## config.mk

```make
export PLATFORM = sky130hd
export DESIGN_NAME = link_failover_controller_top
export DESIGN_NICKNAME = d
export VERILOG_FILES = /design/src/rtl/lfc_pkg.sv /design/src/rtl/link_failover_controller_top.sv
export SDC_FILE = /design/constraint.sdc
export NUM_CORES = 1
export LEC_CHECK = 0
export BUFFER_PORTS_ARGS = -buffer_cell sky130_fd_sc_hd__buf_2
export CAP_MARGIN = 10
export CORE_MARGIN = 4
export CORE_UTILIZATION = 30
export DETAILED_ROUTE_END_ITERATION = 8
export PLACE_DENSITY = 0.42
export SKIP_CTS_REPAIR_TIMING = 1
export SKIP_LAST_GASP = 1
export SYNTH_ARGS = -nofsm -noshare
export SYNTH_HDL_FRONTEND = slang
export SYNTH_SLANG_ARGS = --single-unit
export TNS_END_PERCENT = 10
```

## constraint.sdc

```tcl
create_clock -name clk -period 7.4 [get_ports clk]
set_clock_uncertainty 0.1 [all_clocks]
set_input_delay 0.37 -clock clk [delete_from_list [all_inputs] [get_ports clk]]
set_output_delay 0.37 -clock clk [all_outputs]
set_load 0.03 [all_outputs]
```

## src/rtl/lfc_pkg.sv

```systemverilog
package lfc_pkg;

	// Slot table geometry
	localparam int NUM_SLOTS = 5;
	localparam int MASK_BITS = 5;
	localparam int SLOT_SPAN = (NUM_SLOTS < MASK_BITS) ? NUM_SLOTS : MASK_BITS;
	localparam int SLOT_W    = 3;
	localparam int FROM_W    = SLOT_W + 1;

	// Field widths
	localparam int TIME_W    = 32;
	localparam int CFG_IDX_W = 2;
	localparam int CFG_W     = 32;
	localparam int S_TDATA_W = 40;
	localparam int M_TDATA_W = 16;

	// Configuration register indexes
	localparam logic [CFG_IDX_W-1:0] REG_SLOT_MASK  = 2'd0;
	localparam logic [CFG_IDX_W-1:0] REG_CONNECT_TO = 2'd1;
	localparam logic [CFG_IDX_W-1:0] REG_RETRY_IVL  = 2'd2;
	localparam logic [CFG_IDX_W-1:0] REG_RESYNC_IVL = 2'd3;

	// Configuration reset values
	localparam logic [TIME_W-1:0] CONNECT_TO_RST = 32'd20000;
	localparam logic [TIME_W-1:0] RETRY_IVL_RST  = 32'd120000;
	localparam logic [TIME_W-1:0] RESYNC_IVL_RST = 32'd21600000;

	// Event kinds
	localparam logic OP_START = 1'b0;
	localparam logic OP_TICK  = 1'b1;

	// Reported mode codes
	localparam logic [1:0] MODE_CODE_CONN = 2'd0;
	localparam logic [1:0] MODE_CODE_STA  = 2'd1;
	localparam logic [1:0] MODE_CODE_AP   = 2'd2;

	// Controller mode, one-hot
	typedef enum logic [2:0] {
		MODE_CONN = 3'b001,
		MODE_STA  = 3'b010,
		MODE_AP   = 3'b100
	} mode_t;

	// One event as held in the input stage
	typedef struct packed {
		logic              opcode;
		logic [TIME_W-1:0] now_ms;
		logic              link_up;
	} event_t;

	// One result, packed lowest field in the lowest bits
	typedef struct packed {
		logic              cmd_sync_time;
		logic              cmd_announce;
		logic              cmd_start_ap;
		logic [SLOT_W-1:0] station_slot;
		logic              cmd_start_station;
		logic [1:0]        mode_now;
	} result_t;

	// Slot search result
	typedef struct packed {
		logic              found;
		logic [SLOT_W-1:0] slot;
	} slot_hit_t;

	// First configured slot at or above a start index
	function automatic slot_hit_t find_slot(input logic [MASK_BITS-1:0] mask,
		input logic [FROM_W-1:0] from);
		slot_hit_t hit;
		hit.found = 1'b0;
		hit.slot  = '0;
		for (int i = MASK_BITS - 1; i >= 0; i--) begin
			if (i >= int'(from) && i < SLOT_SPAN && mask[i]) begin
				hit.found = 1'b1;
				hit.slot  = SLOT_W'(i);
			end
		end
		return hit;
	endfunction

	function automatic logic [1:0] mode_code(input mode_t m);
		logic [1:0] code;
		case (m)
			MODE_CONN: code = MODE_CODE_CONN;
			MODE_STA:  code = MODE_CODE_STA;
			default:   code = MODE_CODE_AP;
		endcase
		return code;
	endfunction

endpackage

```

## src/rtl/link_failover_controller_top.sv

```systemverilog
// Link failover controller.
// Input stream (s_*): one transaction per start-up or poll event. tuser is the
// event kind (0 start-up, 1 poll tick); tdata carries now_ms and link_up.
// Output stream (m_*): exactly one result transaction per event, giving the
// mode after the event and the radio commands (start station with slot,
// start access point, restart announcement, request time sync).
// Configuration: cfg_we writes cfg_data into register cfg_index (0 slot mask,
// 1 connect timeout, 2 retry interval, 3 resync interval); write
// only while no event is in flight.
// Result path: the event passes the input register, then the decision logic
// into the result register. Throughput: one event per cycle while m_tready is high.
// Reset: mode goes to connecting, slot and timestamps clear, registers take
// their default values, both stream stages empty.
// Stall: when m_tready is low the result holds; one more event waits in the
// input register and s_tready then drops until the result is taken.
module link_failover_controller_top
	import lfc_pkg::*;
(
	input  logic                 clk,
	input  logic                 arst_n,
	// Configuration write port
	input  logic                 cfg_we,
	input  logic [CFG_IDX_W-1:0] cfg_index,
	input  logic [CFG_W-1:0]     cfg_data,
	// Event input
	input  logic                 s_tvalid,
	output logic                 s_tready,
	input  logic [S_TDATA_W-1:0] s_tdata,   // [31:0] now_ms, [32] link_up, [39:33] zero
	input  logic                 s_tuser,   // [0] opcode
	// Result output
	output logic                 m_tvalid,
	input  logic                 m_tready,
	output logic [M_TDATA_W-1:0] m_tdata    // [1:0] mode_now, [2] cmd_start_station,
	                                        // [5:3] station_slot, [6] cmd_start_ap,
	                                        // [7] cmd_announce, [8] cmd_sync_time,
	                                        // [15:9] zero
);

	// Configuration registers
	logic [MASK_BITS-1:0] slot_mask_q;
	logic [TIME_W-1:0]    connect_to_q;
	logic [TIME_W-1:0]    retry_ivl_q;
	logic [TIME_W-1:0]    resync_ivl_q;

	always_ff @(posedge clk or negedge arst_n) begin
		if (!arst_n) begin
			slot_mask_q  <= '0;
			connect_to_q <= CONNECT_TO_RST;
			retry_ivl_q  <= RETRY_IVL_RST;
			resync_ivl_q <= RESYNC_IVL_RST;
		end else if (cfg_we) begin
			case (cfg_index)
				REG_SLOT_MASK:  slot_mask_q  <= cfg_data[MASK_BITS-1:0];
				REG_CONNECT_TO: connect_to_q <= cfg_data[TIME_W-1:0];
				REG_RETRY_IVL:  retry_ivl_q  <= cfg_data[TIME_W-1:0];
				REG_RESYNC_IVL: resync_ivl_q <= cfg_data[TIME_W-1:0];
				default: ;
			endcase
		end
	end

	// Stage handshakes
	logic    valid_s1;
	event_t  ev_s1;
	logic    valid_s2;
	result_t res_s2;
	logic    advance;

	assign advance  = valid_s1 && (!valid_s2 || m_tready);
	assign s_tready = !valid_s1 || advance;

	// Input register
	always_ff @(posedge clk or negedge arst_n) begin
		if (!arst_n) begin
			valid_s1 <= 1'b0;
		end else if (s_tready) begin
			valid_s1 <= s_tvalid;
		end
	end

	always_ff @(posedge clk) begin
		if (s_tvalid && s_tready) begin
			ev_s1.opcode  <= s_tuser;
			ev_s1.now_ms  <= s_tdata[TIME_W-1:0];
			ev_s1.link_up <= s_tdata[TIME_W];
		end
	end

	// Controller state
	mode_t             mode_q,  mode_d;
	logic [SLOT_W-1:0] attempt_slot_q, attempt_slot_d;
	logic [TIME_W-1:0] attempt_start_q, attempt_start_d;
	logic [TIME_W-1:0] last_retry_q, last_retry_d;
	logic [TIME_W-1:0] last_sync_q, last_sync_d;
	result_t           res_d;

	slot_hit_t         hit_top;
	slot_hit_t         hit_next;
	logic [TIME_W-1:0] attempt_age;
	logic [TIME_W-1:0] sync_age;
	logic [TIME_W-1:0] retry_age;
	logic              join_en;
	logic [SLOT_W-1:0] join_slot;

	assign hit_top     = find_slot(slot_mask_q, '0);
	assign hit_next    = find_slot(slot_mask_q, FROM_W'(attempt_slot_q) + FROM_W'(1));
	assign attempt_age = ev_s1.now_ms - attempt_start_q;
	assign sync_age    = ev_s1.now_ms - last_sync_q;
	assign retry_age   = ev_s1.now_ms - last_retry_q;

	// Decision logic for one event
	always_comb begin
		mode_d          = mode_q;
		attempt_slot_d  = attempt_slot_q;
		attempt_start_d = attempt_start_q;
		last_retry_d    = last_retry_q;
		last_sync_d     = last_sync_q;
		join_en         = 1'b0;
		join_slot       = hit_top.slot;
		res_d           = '0;

		if (ev_s1.opcode == OP_START) begin
			if (!hit_top.found) begin
				mode_d             = MODE_AP;
				res_d.cmd_start_ap = 1'b1;
				res_d.cmd_announce = 1'b1;
			end else begin
				join_en = 1'b1;
			end
		end else begin
			case (mode_q)
				MODE_CONN: begin
					if (ev_s1.link_up) begin
						mode_d              = MODE_STA;
						res_d.cmd_announce  = 1'b1;
						res_d.cmd_sync_time = 1'b1;
						last_sync_d         = ev_s1.now_ms;
					end else if (attempt_age > connect_to_q) begin
						if (hit_next.found) begin
							join_en   = 1'b1;
							join_slot = hit_next.slot;
						end else begin
							mode_d             = MODE_AP;
							res_d.cmd_start_ap = 1'b1;
							res_d.cmd_announce = 1'b1;
							last_retry_d       = ev_s1.now_ms;
						end
					end
				end
				MODE_STA: begin
					if (!ev_s1.link_up) begin
						if (hit_top.found) begin
							join_en = 1'b1;
						end else begin
							mode_d             = MODE_AP;
							res_d.cmd_start_ap = 1'b1;
						end
					end else if (sync_age > resync_ivl_q) begin
						res_d.cmd_sync_time = 1'b1;
						last_sync_d         = ev_s1.now_ms;
					end
				end
				default: begin
					mode_d = MODE_AP;
					if (hit_top.found && retry_age > retry_ivl_q) begin
						last_retry_d = ev_s1.now_ms;
						join_en      = 1'b1;
					end
				end
			endcase
		end

		// Join a slot: start a new connection attempt
		if (join_en) begin
			mode_d                  = MODE_CONN;
			attempt_slot_d          = join_slot;
			attempt_start_d         = ev_s1.now_ms;
			res_d.cmd_start_station = 1'b1;
			res_d.station_slot      = join_slot;
		end

		res_d.mode_now = mode_code(mode_d);
	end

	// State update and result register
	always_ff @(posedge clk or negedge arst_n) begin
		if (!arst_n) begin
			mode_q          <= MODE_CONN;
			attempt_slot_q  <= '0;
			attempt_start_q <= '0;
			last_retry_q    <= '0;
			last_sync_q     <= '0;
			valid_s2        <= 1'b0;
		end else begin
			if (advance) begin
				mode_q          <= mode_d;
				attempt_slot_q  <= attempt_slot_d;
				attempt_start_q <= attempt_start_d;
				last_retry_q    <= last_retry_d;
				last_sync_q     <= last_sync_d;
				valid_s2        <= 1'b1;
			end else if (m_tready) begin
				valid_s2        <= 1'b0;
			end
		end
	end

	always_ff @(posedge clk) begin
		if (advance) begin
			res_s2 <= res_d;
		end
	end

	assign m_tvalid = valid_s2;
	assign m_tdata  = M_TDATA_W'(res_s2);

endmodule
```

# Word-level counts from Yosys, hierarchy flattened

Index checks and enable logic that the tools add are counted.

Register bits after elaboration: 248
Bits of input ports: 80
Output and inout port bits: 18
Logic and storage cells: 127

$add $sub $neg: 4
$lt $le $gt $ge: 8
Equality and inequality tests: 13
Muxes and demuxes: 58
Bitwise logic cells: 1
Reductions and logical operators: 23

Operators with widths:

| cell                | number |
|---|---|
| $mux 32             | 7 |
| $pmux 32 s2         | 2 |
| $gt 32x32->1        | 3 |
| $sub 32x32->32      | 3 |
| $mux 4              | 10 |
| $mux 3              | 12 |
| $mux 1              | 18 |
| $ne 2x2->1 const B  | 6 |
| $reduce_and 2->1    | 5 |
| $ge 1x4->1 const A  | 2 |
| $ge 2x4->1 const A  | 2 |
| $logic_and 1x1->1   | 8 |
| $mux 2              | 4 |
| $reduce_and 7->1    | 1 |
| $eq 3x1->1 const B  | 2 |
| $eq 3x2->1 const B  | 2 |
| $pmux 1 s2          | 3 |
| $pmux 3 s2          | 1 |
| $reduce_and 6->1    | 1 |
| $reduce_bool 2->1   | 3 |
| $add 3x1->4 const B | 1 |
| $eq 2x2->1 const B  | 2 |
| $ge 3x4->1 const A  | 1 |
| $pmux 2 s2          | 1 |
| 5 further kinds     | 7 |

# Longest topological paths before layout

Gate-level depths: netlist of the first run.

Depth in word-level cells: 16
Depth in mapped cells: 26

# Worst setup path before layout of the first run

Ideal clock, no wire load.

Kind: register -> register
From: register ev_s1[1] in the netlist's numbering
To: register last_retry_q[10]
Arrival: 5154 ps
Path slack: 2021 ps
Cell stages (with the launch flop): 24
Period minus slack after synthesis: 5379 ps
Cell sequence: edfxtp_1 -> inv_1 -> ha_1 -> inv_1 -> fa_1 -> a21o_1 -> a221oi_2 -> a211oi_1 -> a21oi_1 -> o21bai_1 -> a21oi_1 -> o21ai_1 -> a31o_2 -> a21oi_1 -> xnor2_1 -> ha_1 -> nand4_1 -> nor4_4 -> o21ai_2 -> a32oi_4 -> a31oi_4 -> a2111oi_4 -> buf_6 -> mux2_4

Cells in the longest elaborated chain, start to end: 5
Elaborated cells between the ends (all ways): 8

Ends and longest elaborated chain:

| what                           | RTL line                            | source |
|---|---|---|
| start: declaration             | link_failover_controller_top.sv:64  | `event_t ev_s1;` |
| $sub 32x32->32                 | link_failover_controller_top.sv:109 | `assign retry_age = ev_s1.now_ms - last_retry_q;` |
| $gt 32x32->1                   | link_failover_controller_top.sv:165 | `if (hit_top.found && retry_age > retry_ivl_q) begin` |
| $logic_and 1x1->1              | link_failover_controller_top.sv:165 |  |
| $reduce_bool 2->1 (no line)    | n/a                                 |  |
| $reduce_and 7->1 (no line) (*) | n/a                                 |  |
| end signal: assignment         | link_failover_controller_top.sv:199 | `last_retry_q <= last_retry_d;` |
| end: declaration               | link_failover_controller_top.sv:93  | `logic [TIME_W-1:0] last_retry_q, last_retry_d;` |

Every way passes the cells marked *; elsewhere a longest branch is shown, timed or not.
A chain may end at the register's enable or synchronous reset.

# Worst setup path after layout of the first run

From: register ev_s1[1] in the netlist's numbering
To: register last_sync_q[3]

Cells in the longest elaborated chain, start to end: 4

Ends and longest elaborated chain:

| what                       | RTL line                            | source |
|---|---|---|
| $sub 32x32->32             | link_failover_controller_top.sv:108 | `assign sync_age = ev_s1.now_ms - last_sync_q;` |
| $gt 32x32->1               | link_failover_controller_top.sv:158 | `end else if (sync_age > resync_ivl_q) begin` |
| $ne 2x2->1 (no line)       | n/a                                 |  |
| $reduce_and 6->1 (no line) | n/a                                 |  |
| end signal: assignment     | link_failover_controller_top.sv:200 | `last_sync_q <= last_sync_d;` |
| end: declaration           | link_failover_controller_top.sv:94  | `logic [TIME_W-1:0] last_sync_q, last_sync_d;` |

Every way passes these cells.

==> impl_metrics.csv, run 1 <==
group,metric,value,unit
finish,area_growth,17.7,%
timing,hold_viol_final,0,
critical_path,cp_data_arrival_time,7.07,ns
critical_path,crit_path_start,"ev_s1[1]",
timing,slew_violations,0,
critical_path,critPathRequiredTime,7.71,ns
timing,fin_tns_setup,0,ns
cts,htree_levels,2,
finish,final_cell_area,19600,um^2
min_path,hp-class,"input port to flop",
critical_path,critPathBufInv,3,
floorplan,die_area,59400,um^2
timing,rsz0062_at_grt,"false",
drt,final_antenna_net_count,0,
timing,setup_viol,0,
run,cap_viol_max_count,0,
floorplan,chipHeight,244,um
timing,slew_headroom,0.331,
status,status,"complete, no violations",
critical_path,critPathLaunchType,"flop",
critical_path,cp_slowest_stage_delay,0.69,ns
synthesis,postSynthCellCount,1578,
finish,num-fill-cells,5611,
critical_path,cp-endpoint,"last_sync_q[3]",
floorplan,die_w,244,um
synthesis,synth.area.top_cells,"dfrtp_1 (27%), ha_1 (14%), mux2_2 (11%), edfxtp_1 (7.8%), inv_1 (4.9%)",
finish,antennaDiodeCount,0,
synthesis,synth_seq_cells,248,
critical_path,r2r-start,"ev_s1[1]",
synthesis,mappedNetlistArea,16700,um^2
critical_path,ff2ff_setup_slack,0.64,ns
timing,finalCritPeriodShare,0.914,
synthesis,ys_warn_count,0,
floorplan,ios,98,
drt,dr_total_vias,11700,
cts,cts_tree,"done",
synthesis,synth_edf_count,43,
timing,fmax,148,MHz
global_route,grt_max_degree,103,
placement,dp_hpwl,33900,um
critical_path,reg2reg_to,"last_sync_q[3]",
global_route,gr-usage-all-layers,0.152,
cts,cts-buffers-inserted,35,
timing,period_needed,6.76,ns
critical_path,critPathKind,"flop to flop",
synthesis,async_flop_share,0.827,
critical_path,cpMaxStageDelayCell,"a2111oi_2",
finish,fin_cells,2499,
placement,place.gp.congestion,0.811,
cts,clk_pin_slew_worst_paths,0.06,ns
floorplan,row_count,86,
global_route,grt_pass1_vias,11900,
timing,whs,0.0124,ns
timing,setup_ws,0.640,ns
synthesis,synth_cell_type_count,80,
finish,drive_gt1_frac,0.224,
finish,final_common_cell,"inv_1",
power_and_ir_drop,p_per_area,442,nW/um^2
synthesis,synth_ff_type,"dfrtp_1",
floorplan,start_util,0.303,
drt,remaining_drc_errors,0,
drt,routed_via_density,4.67,
drt,drt_pass1_iterations,5,
synthesis,syn_avg_cell_area,10.6,um^2
critical_path,worstSetupEndpointType,"flop",
power_and_ir_drop,vdd_drop_max,0.000141,V
cts,cts_root_buffer,"clkbuf_16",
power_and_ir_drop,p_comb_frac,0.563,
drt,wirelength,45100,um
global_route,grt_pass1_wl,70200,um
finish,final_cell_mix,"inv_1 (216), ha_1 (192), dfrtp_1 (183), mux2_2 (160), a21oi_1 (104)",
placement,portBuffers,83,
power_and_ir_drop,pwr-share-clk,0.200,
power_and_ir_drop,p_leak,9.20,nW
synthesis,yosysTopAreaCell,"dfrtp_1",
timing,worstMarginPinSlew,1.00,ns
synthesis,netlist.area_leader.share,0.275,
cts,cts.sinks,248,
power_and_ir_drop,p_int,0.00515,W
critical_path,cp_top_family,"compound AO/OA/AOI/OAI gates",
drt,post_drt_wl_per_cell,18.0,um
finish,final_nets,2001,
floorplan,design.core.area,55000,um^2
drt,drt_iter0_drc,477,
critical_path,crit_chain,"inv_1 > ha_1 > inv_1 > fa_1 > a21o_1 > a21oi_2 > o21bai_1 > a2111oi_2 > o21bai_1 > a211o_1 > a31oi_1 > o31ai_1 > a21oi_1 > xnor2_1 > ha_1 > o21ai_0 > a211oi_1 > a211oi_1 > a21oi_1 > o2111ai_4 > buf_4 > mux2_2",
critical_path,path_depth,22,
placement,pre_cts_ws,0.630,ns
global_route,antenna_found_initial,0,
critical_path,critPathMaxFanout,17,
cts,cts.path.max_buffers,3,
power_and_ir_drop,p_seq_frac,0.237,
placement,dpl_cell_area,18000,um^2
synthesis,seq_area_frac_synth,0.387,
global_route,overflow,0,
power_and_ir_drop,switchingPower,0.00350,W
cts,clk_latency,0.54,ns
critical_path,reg2reg_depth,22,
power_and_ir_drop,p_sw_frac,0.405,
placement,place_inst,2398,
## flip-flops by register name, summed over array words and instances, names as in the netlist
register,flops
ev_s1,34
attempt_start_q,32
resync_ivl_q,32
attempt_slot_q,3
connect_to_q,32
last_retry_q,32
retry_ivl_q,32
valid_s1,1
last_sync_q,32
m_tdata,9
slot_mask_q,5
mode_q,3
m_tvalid,1
## layout make-up
cell class	count	area (um^2)	share of cell area
timing repair buffer	138	961	0.0490
tap	748	936	0.0477
multi-input combinational	1087	9260	0.473
inverter	216	811	0.0414
clock inverter	7	87.6	0.00447
clock buffer	55	1090	0.0559
sequential	248	6450	0.329
## stage by stage
step                utilization  power [W]
detailed placement        0.328    0.00697
finish                    0.356    0.00866
CTS                       0.349    0.00879
floorplan                     -    0.00571
global route              0.356    0.00950
global placement          0.328    0.00691
## per-layer routing
| metal | global-route usage | routed length, um | vias up |
|---|---|---|---|
| met1 | 0.194 | 20700 | 5644 |
| met5 | 0 | 0 | - |
| met2 | 0.272 | 22400 | 126 |
| met4 | 0.0370 | 699 | 0 |
| li1 | - | - | 5873 |
| met3 | 0.0227 | 1240 | 35 |
## Yosys cell counts (10+ instances only)
library cell / n
nand2b_1: 15
nor2_1: 59
o21ai_0: 49
xor2_1: 23
nand2_1: 60
o21a_1: 19
a21oi_1: 104
xnor2_1: 64
nor2b_1: 20
dfstp_2: 22
mux2_4: 30
mux2_2: 160
buf_4: 10
inv_1: 216
ha_1: 192
and3_1: 10
clkbuf_1: 12
dfrtp_1: 183
a211oi_1: 10
edfxtp_1: 43
o21bai_1: 13
mux2_1: 10
nand3_1: 24
a21o_1: 61
nand4_1: 24
## power groups by stage
stage / clock [W] / combinational, W / sequential [W]
floorplan: 0 / 0.00368 / 0.00203
global placement: 0 / 0.00485 / 0.00207
detailed placement: 0 / 0.00489 / 0.00208
CTS: 0.00181 / 0.00493 / 0.00206
global route: 0.00186 / 0.00553 / 0.00211
finish: 0.00173 / 0.00487 / 0.00206
## cells by family after synthesis
kind of cell / after synthesis / synth area share
adder cells (fa/ha/maj): 195 / 0.148
multiplexers: 200 / 0.142
AO/OA/AOI/OAI: 331 / 0.133
XOR/XNOR: 87 / 0.0457
AND/OR/NAND/NOR: 267 / 0.0841
flip-flops: 248 / 0.387
other: 1 / 0.000225
buffers and inverters: 249 / 0.0599
## worst min-delay path by stage
| stage | from | end | cells past startpoint |
|---|---|---|---|
| 2_1_floorplan | arst_n | attempt_slot_q[0] | 0 |
| 3_3_place_gp | attempt_start_q[21] | attempt_start_q[21] | 1 |
| 3_5_place_dp | attempt_start_q[19] | attempt_start_q[19] | 1 |
| 4_1_cts | arst_n | resync_ivl_q[23] | 1 |
| 5_1_grt | cfg_data[22] | connect_to_q[22] | 2 |
| 6_report | cfg_data[28] | connect_to_q[28] | 2 |
Power figures use the tool's default switching activity.
==> run 2: changes to the inputs <==
- CELL_PAD_IN_SITES_DETAIL_PLACEMENT: default -> 0
- CELL_PAD_IN_SITES_GLOBAL_PLACEMENT: default -> 1
- PLACE_DENSITY: 0.42 -> 0.51
==> run 2 against run 1 <==
- via count is 0.51% higher
- utilization is 0.23 points higher
- combinational power hardly changed
- power is 1.1% higher
- global-route usage is 0.22 points higher
- critical path type unchanged
- critical endpoint is now last_retry_q[15]
- routed wire length is 1.0% higher
- die area stayed put
- count of clock-buffer cells in the layout is 3 lower
- non-clock buffer count is 6 higher
- hold slack better by 0.0042 ns
- largest cell class unchanged
==> impl_metrics.csv, run 2 (synthesis gave the netlist of run 1 again) <==
group,metric,value,unit
floorplan,chipHeight,244,um
critical_path,crit_chain,"inv_1 > ha_1 > inv_1 > fa_1 > a21o_1 > a221oi_2 > a211oi_1 > a21oi_1 > o21bai_1 > a21oi_1 > buf_4 > o21ai_1 > a31o_2 > a21oi_1 > xnor2_1 > ha_1 > nand4_1 > nor4_4 > o21ai_2 > a32oi_4 > a31oi_4 > a2111oi_4 > buf_12 > mux2_4",
global_route,grt_pass1_wl,71200,um
critical_path,cp_top_family,"compound AO/OA/AOI/OAI gates",
drt,post_drt_wl_per_cell,18.1,um
global_route,grtUsageMet2,0.270,
placement,place.gp.congestion,0.809,
finish,final_common_cell,"inv_1",
power_and_ir_drop,p_per_area,443,nW/um^2
critical_path,ff2ff_setup_slack,0.89,ns
global_route,grt_max_degree,97,
critical_path,cp_slowest_stage_delay,0.50,ns
timing,hold_viol_final,0,
finish,antennaDiodeCount,0,
min_path,hp-class,"input port to flop",
timing,worstMarginPinSlew,0.977,ns
finish,num-fill-cells,5594,
timing,fmax,154,MHz
critical_path,cpMaxStageDelayCell,"nor4_4",
finish,drive_gt1_frac,0.224,
timing,setup_viol,0,
drt,dr_total_vias,11700,
finish,final_cell_mix,"inv_1 (216), ha_1 (192), dfrtp_1 (183), mux2_2 (160), a21oi_1 (104)",
drt,wirelength,45500,um
timing,period_needed,6.51,ns
global_route,overflow,0,
critical_path,r2r-start,"ev_s1[1]",
timing,finalCritPeriodShare,0.880,
placement,pre_cts_ws,0.832,ns
placement,dp_hpwl,34400,um
floorplan,row_count,86,
critical_path,critPathMostFrequentCell,"a21oi_1",
global_route,antenna_found_initial,0,
global_route,grt_use_met3,0.0258,
drt,drt_iter0_drc,456,
global_route,gr-usage-all-layers,0.154,
timing,rsz0062_at_grt,"false",
placement,portBuffers,83,
cts,cts-buffers-inserted,36,
run,cap_viol_max_count,0,
cts,cts.path.max_buffers,3,
drt,drt_pass1_iterations,4,
cts,htree_levels,2,
cts,clk_pin_slew_worst_paths,0.06,ns
finish,largest_reg_flops,34,
finish,final_nets,2008,
floorplan,die_w,244,um
floorplan,die_area,59400,um^2
drt,final_antenna_net_count,0,
global_route,top_usage_layer,"met2",
critical_path,crit_path_start,"ev_s1[1]",
finish,top_register,"ev_s1",
critical_path,critPathKind,"flop to flop",
critical_path,reg2reg_depth,24,
critical_path,worstSetupEndpointType,"flop",
timing,slew_violations,0,
critical_path,cp-endpoint,"last_retry_q[15]",
power_and_ir_drop,total_power,0.00875,W
floorplan,ios,98,
cts,cts_tree,"done",
critical_path,cp_data_arrival_time,6.82,ns
drt,remaining_drc_errors,0,
floorplan,design.core.area,55000,um^2
status,status,"complete, no violations",
critical_path,critPathMaxFanout,17,
power_and_ir_drop,p_leak,9.26,nW
critical_path,path_depth,24,
critical_path,critPathBufInv,4,
global_route,met1_usage,0.201,
critical_path,reg2reg_to,"last_retry_q[15]",
timing,fin_tns_setup,0,ns
critical_path,critPathLaunchType,"flop",
critical_path,critPathRequiredTime,7.72,ns
drt,routed_via_density,4.68,
power_and_ir_drop,vdd_drop_max,0.000171,V
cts,cts_root_buffer,"clkbuf_16",
global_route,grt_pass1_vias,12100,
timing,slew_headroom,0.347,
cts,cts.sinks,248,
finish,area_growth,18.4,%
timing,setup_ws,0.891,ns
cts,clk_latency,0.55,ns
floorplan,start_util,0.303,
run 2: power breakdown:
group	switching (W)	internal (W)	total, W
Sequential	0.000227	0.00183	0.00205
Clock	0.000667	0.00114	0.00180
Combinational	0.00264	0.00225	0.00489
run 2: layer usage:
| layer | vias up | wire (um) |
|---|---|---|
| met5 | - | 0 |
| met4 | 0 | 874 |
| met3 | 57 | 1240 |
| met2 | 123 | 22200 |
| met1 | 5687 | 21300 |
| li1 | 5871 | - |
run 2: metrics by stage:
| stage | hold slack, ns | util | instances | area [um^2] |
|---|---|---|---|---|
| 2_1_floorplan | -0.0256 | - | 1584 | 16700 |
| 3_3_place_gp | 0.367 | 0.328 | 2399 | 18000 |
| 3_5_place_dp | 0.375 | 0.328 | 2399 | 18000 |
| 4_1_cts | -0.190 | 0.351 | 2465 | 19300 |
| 5_1_grt | 0.00192 | 0.359 | 2509 | 19700 |
| 6_report | 0.0166 | 0.359 | 2509 | 19700 |
run 2: area by class of cell:
cell class	count	area, um^2	share of cell area
repair buffers	144	1030	0.0523
clock buffers	52	1060	0.0539
flip-flops and latches	248	6450	0.327
clock inverters	14	176	0.00894
multi-input cells	1087	9260	0.469
inverters	216	811	0.0411
well taps	748	936	0.0474
run 2: how the worst min path moves through the flow:
| stage | startpoint | endpoint | depth (start not counted) |
|---|---|---|---|
| CTS | arst_n | last_retry_q[7] | 1 |
| finish | cfg_data[9] | resync_ivl_q[9] | 2 |
| floorplan | arst_n | attempt_slot_q[0] | 0 |
| global route | cfg_data[9] | retry_ivl_q[9] | 2 |
| detailed placement | attempt_start_q[21] | attempt_start_q[21] | 1 |
| global placement | attempt_start_q[19] | attempt_start_q[19] | 1 |
==> run 3: changes to the inputs <==
- HOLD_SLACK_MARGIN: default -> 0.12
==> run 3 against run 2 <==
- global-route usage unchanged
- register-to-register slack worse by 0.03 ns
- sequential power barely moved
- count of clock-buffer cells in the layout is the same
- sequential share of layout area shrank 0.43 points
- first-iteration DRC count up 7.5%
- critical path type unchanged
==> impl_metrics.csv, run 3 (synthesis gave the netlist of run 1 again) <==
group,metric,value,unit
status,status,"complete, no violations",
floorplan,design.core.area,55000,um^2
drt,remaining_drc_errors,0,
critical_path,cp_slowest_stage_delay,0.51,ns
placement,place.gp.congestion,0.809,
finish,final_nets,2034,
critical_path,critPathRequiredTime,7.72,ns
global_route,overflow,0,
critical_path,critPathMaxFanout,17,
finish,antennaDiodeCount,0,
cts,cts.sinks,248,
drt,route.met2.wl,22300,um
floorplan,row_count,86,
min_path,hp-class,"input port to flop",
cts,htree_levels,2,
critical_path,cp_top_family,"compound AO/OA/AOI/OAI gates",
critical_path,critPathMostFrequentCell,"a21oi_1",
timing,worstMarginPinSlew,0.971,ns
min_path,hold-path-cell-count,3,
drt,met1_length,21200,um
power_and_ir_drop,p_per_area,438,nW/um^2
min_path,hp-start,"cfg_index[0]",
cts,clk_pin_slew_worst_paths,0.06,ns
finish,top_register,"ev_s1",
critical_path,worstSetupEndpointType,"flop",
drt,drt_pass1_iterations,4,
critical_path,cp_data_arrival_time,6.86,ns
drt,wirelength,45700,um
finish,drive_gt1_frac,0.221,
global_route,grt_pass1_wl,71200,um
drt,drt_iter0_drc,490,
finish,final_common_cell,"inv_1",
timing,setup_viol,0,
timing,fin_tns_setup,0,ns
finish,fin_cells,2535,
critical_path,crit_chain,"inv_1 > ha_1 > inv_1 > fa_1 > a21o_1 > a221oi_2 > a211oi_1 > a21oi_1 > o21bai_1 > a21oi_1 > buf_4 > o21ai_1 > a31o_2 > a21oi_1 > xnor2_1 > ha_1 > nand4_1 > nor4_4 > o21ai_2 > a32oi_4 > a31oi_4 > a2111oi_4 > buf_12 > mux2_4",
finish,area_growth,20.0,%
critical_path,critPathKind,"flop to flop",
floorplan,chipHeight,244,um
finish,largest_reg_flops,34,
global_route,grt_pass1_vias,12100,
timing,rsz0062_at_grt,"false",
floorplan,start_util,0.303,
placement,portBuffers,83,
critical_path,critPathLaunchType,"flop",
timing,period_needed,6.54,ns
floorplan,die_area,59400,um^2
drt,top_layer_used,"met4",
critical_path,ff2ff_setup_slack,0.86,ns
cts,cts_root_buffer,"clkbuf_16",
finish,num-fill-cells,5574,
timing,slew_headroom,0.351,
timing,slew_violations,0,
critical_path,reg2reg_to,"last_retry_q[15]",
timing,hold_viol_final,0,
drt,final_antenna_net_count,0,
cts,cts_tree,"done",
timing,fmax,153,MHz
critical_path,critPathBufInv,4,
global_route,gr-usage-all-layers,0.154,
drt,wl_met3,1360,um
finish,final_cell_mix,"inv_1 (216), ha_1 (192), dfrtp_1 (183), mux2_2 (160), a21oi_1 (104)",
critical_path,reg2reg_depth,24,
critical_path,cpMaxStageDelayCell,"nor4_4",
global_route,antenna_found_initial,0,
cts,cts.path.max_buffers,3,
critical_path,r2r-start,"ev_s1[1]",
power_and_ir_drop,p_leak,9.37,nW
cts,clk_latency,0.55,ns
drt,post_drt_wl_per_cell,18.0,um
timing,finalCritPeriodShare,0.884,
placement,dp_hpwl,34400,um
cts,cts-buffers-inserted,36,
run,cap_viol_max_count,0,
global_route,grt_max_degree,97,
placement,place_inst,2399,
power_and_ir_drop,vdd_drop_max,0.000171,V
min_path,min_to,"slot_mask_q[2]",
floorplan,ios,98,
floorplan,die_w,244,um
drt,dr_total_vias,11800,
drt,routed_via_density,4.67,
run 3: cell types whose count changed in the layout (fill, tap and decap cells not counted):
cell / before / now
dlygate4sd3_1: 44 / 70
run 3: tightest hold or removal path: stages:
cell,delay [ns]
buf_2,0.11
nor3b_1,0.14
o21ai_0,0.17
run 3: metal layers:
metal	track usage	vias up
li1	-	5922
met2	0.270	129
met4	0.0351	0
met3	0.0258	57
met5	0	-
met1	0.201	5726
run 3: cell type report:
cell class	count	area (um^2)	share of cell area
clock buffers	52	1060	0.0531
multi-input cells	1087	9260	0.463
clock inverters	14	176	0.00883
inverters	216	811	0.0406
flip-flops and latches	248	6450	0.323
well taps	748	936	0.0468
repair buffers	170	1290	0.0646
run 3: how the worst max path moves through the flow:
stage               cells past startpoint  startpoint  slack, ns          endpoint
finish                                 24    ev_s1[1]       0.86  last_retry_q[15]
global placement                       24    ev_s1[1]       0.93  last_retry_q[31]
global route                           24    ev_s1[1]       0.57  last_retry_q[15]
CTS                                    24    ev_s1[1]       0.78  last_retry_q[31]
detailed placement                     24    ev_s1[1]       0.83  last_retry_q[31]
floorplan                              23    ev_s1[1]       2.02  last_retry_q[10]
run 3: power breakdown:
group	leakage [nW]	internal (W)	switching, W
sequential	2.83	0.00183	0.000226
combinational	5.93	0.00226	0.00264
clock	0.609	0.00114	0.000666
total	9.37	0.00522	0.00353
run 3: per-stage QoR:
stage               utilization  power, W  setup WS (ns)  hold WS [ns]  instance area (um^2)
floorplan                     -   0.00571           2.02       -0.0256                 16700
global placement          0.328   0.00698          0.930         0.367                 18000
detailed placement        0.328   0.00702          0.832         0.375                 18000
CTS                       0.351   0.00891          0.781        -0.190                 19300
global route              0.363   0.00961          0.571         0.209                 20000
finish                    0.363   0.00876          0.857         0.190                 20000
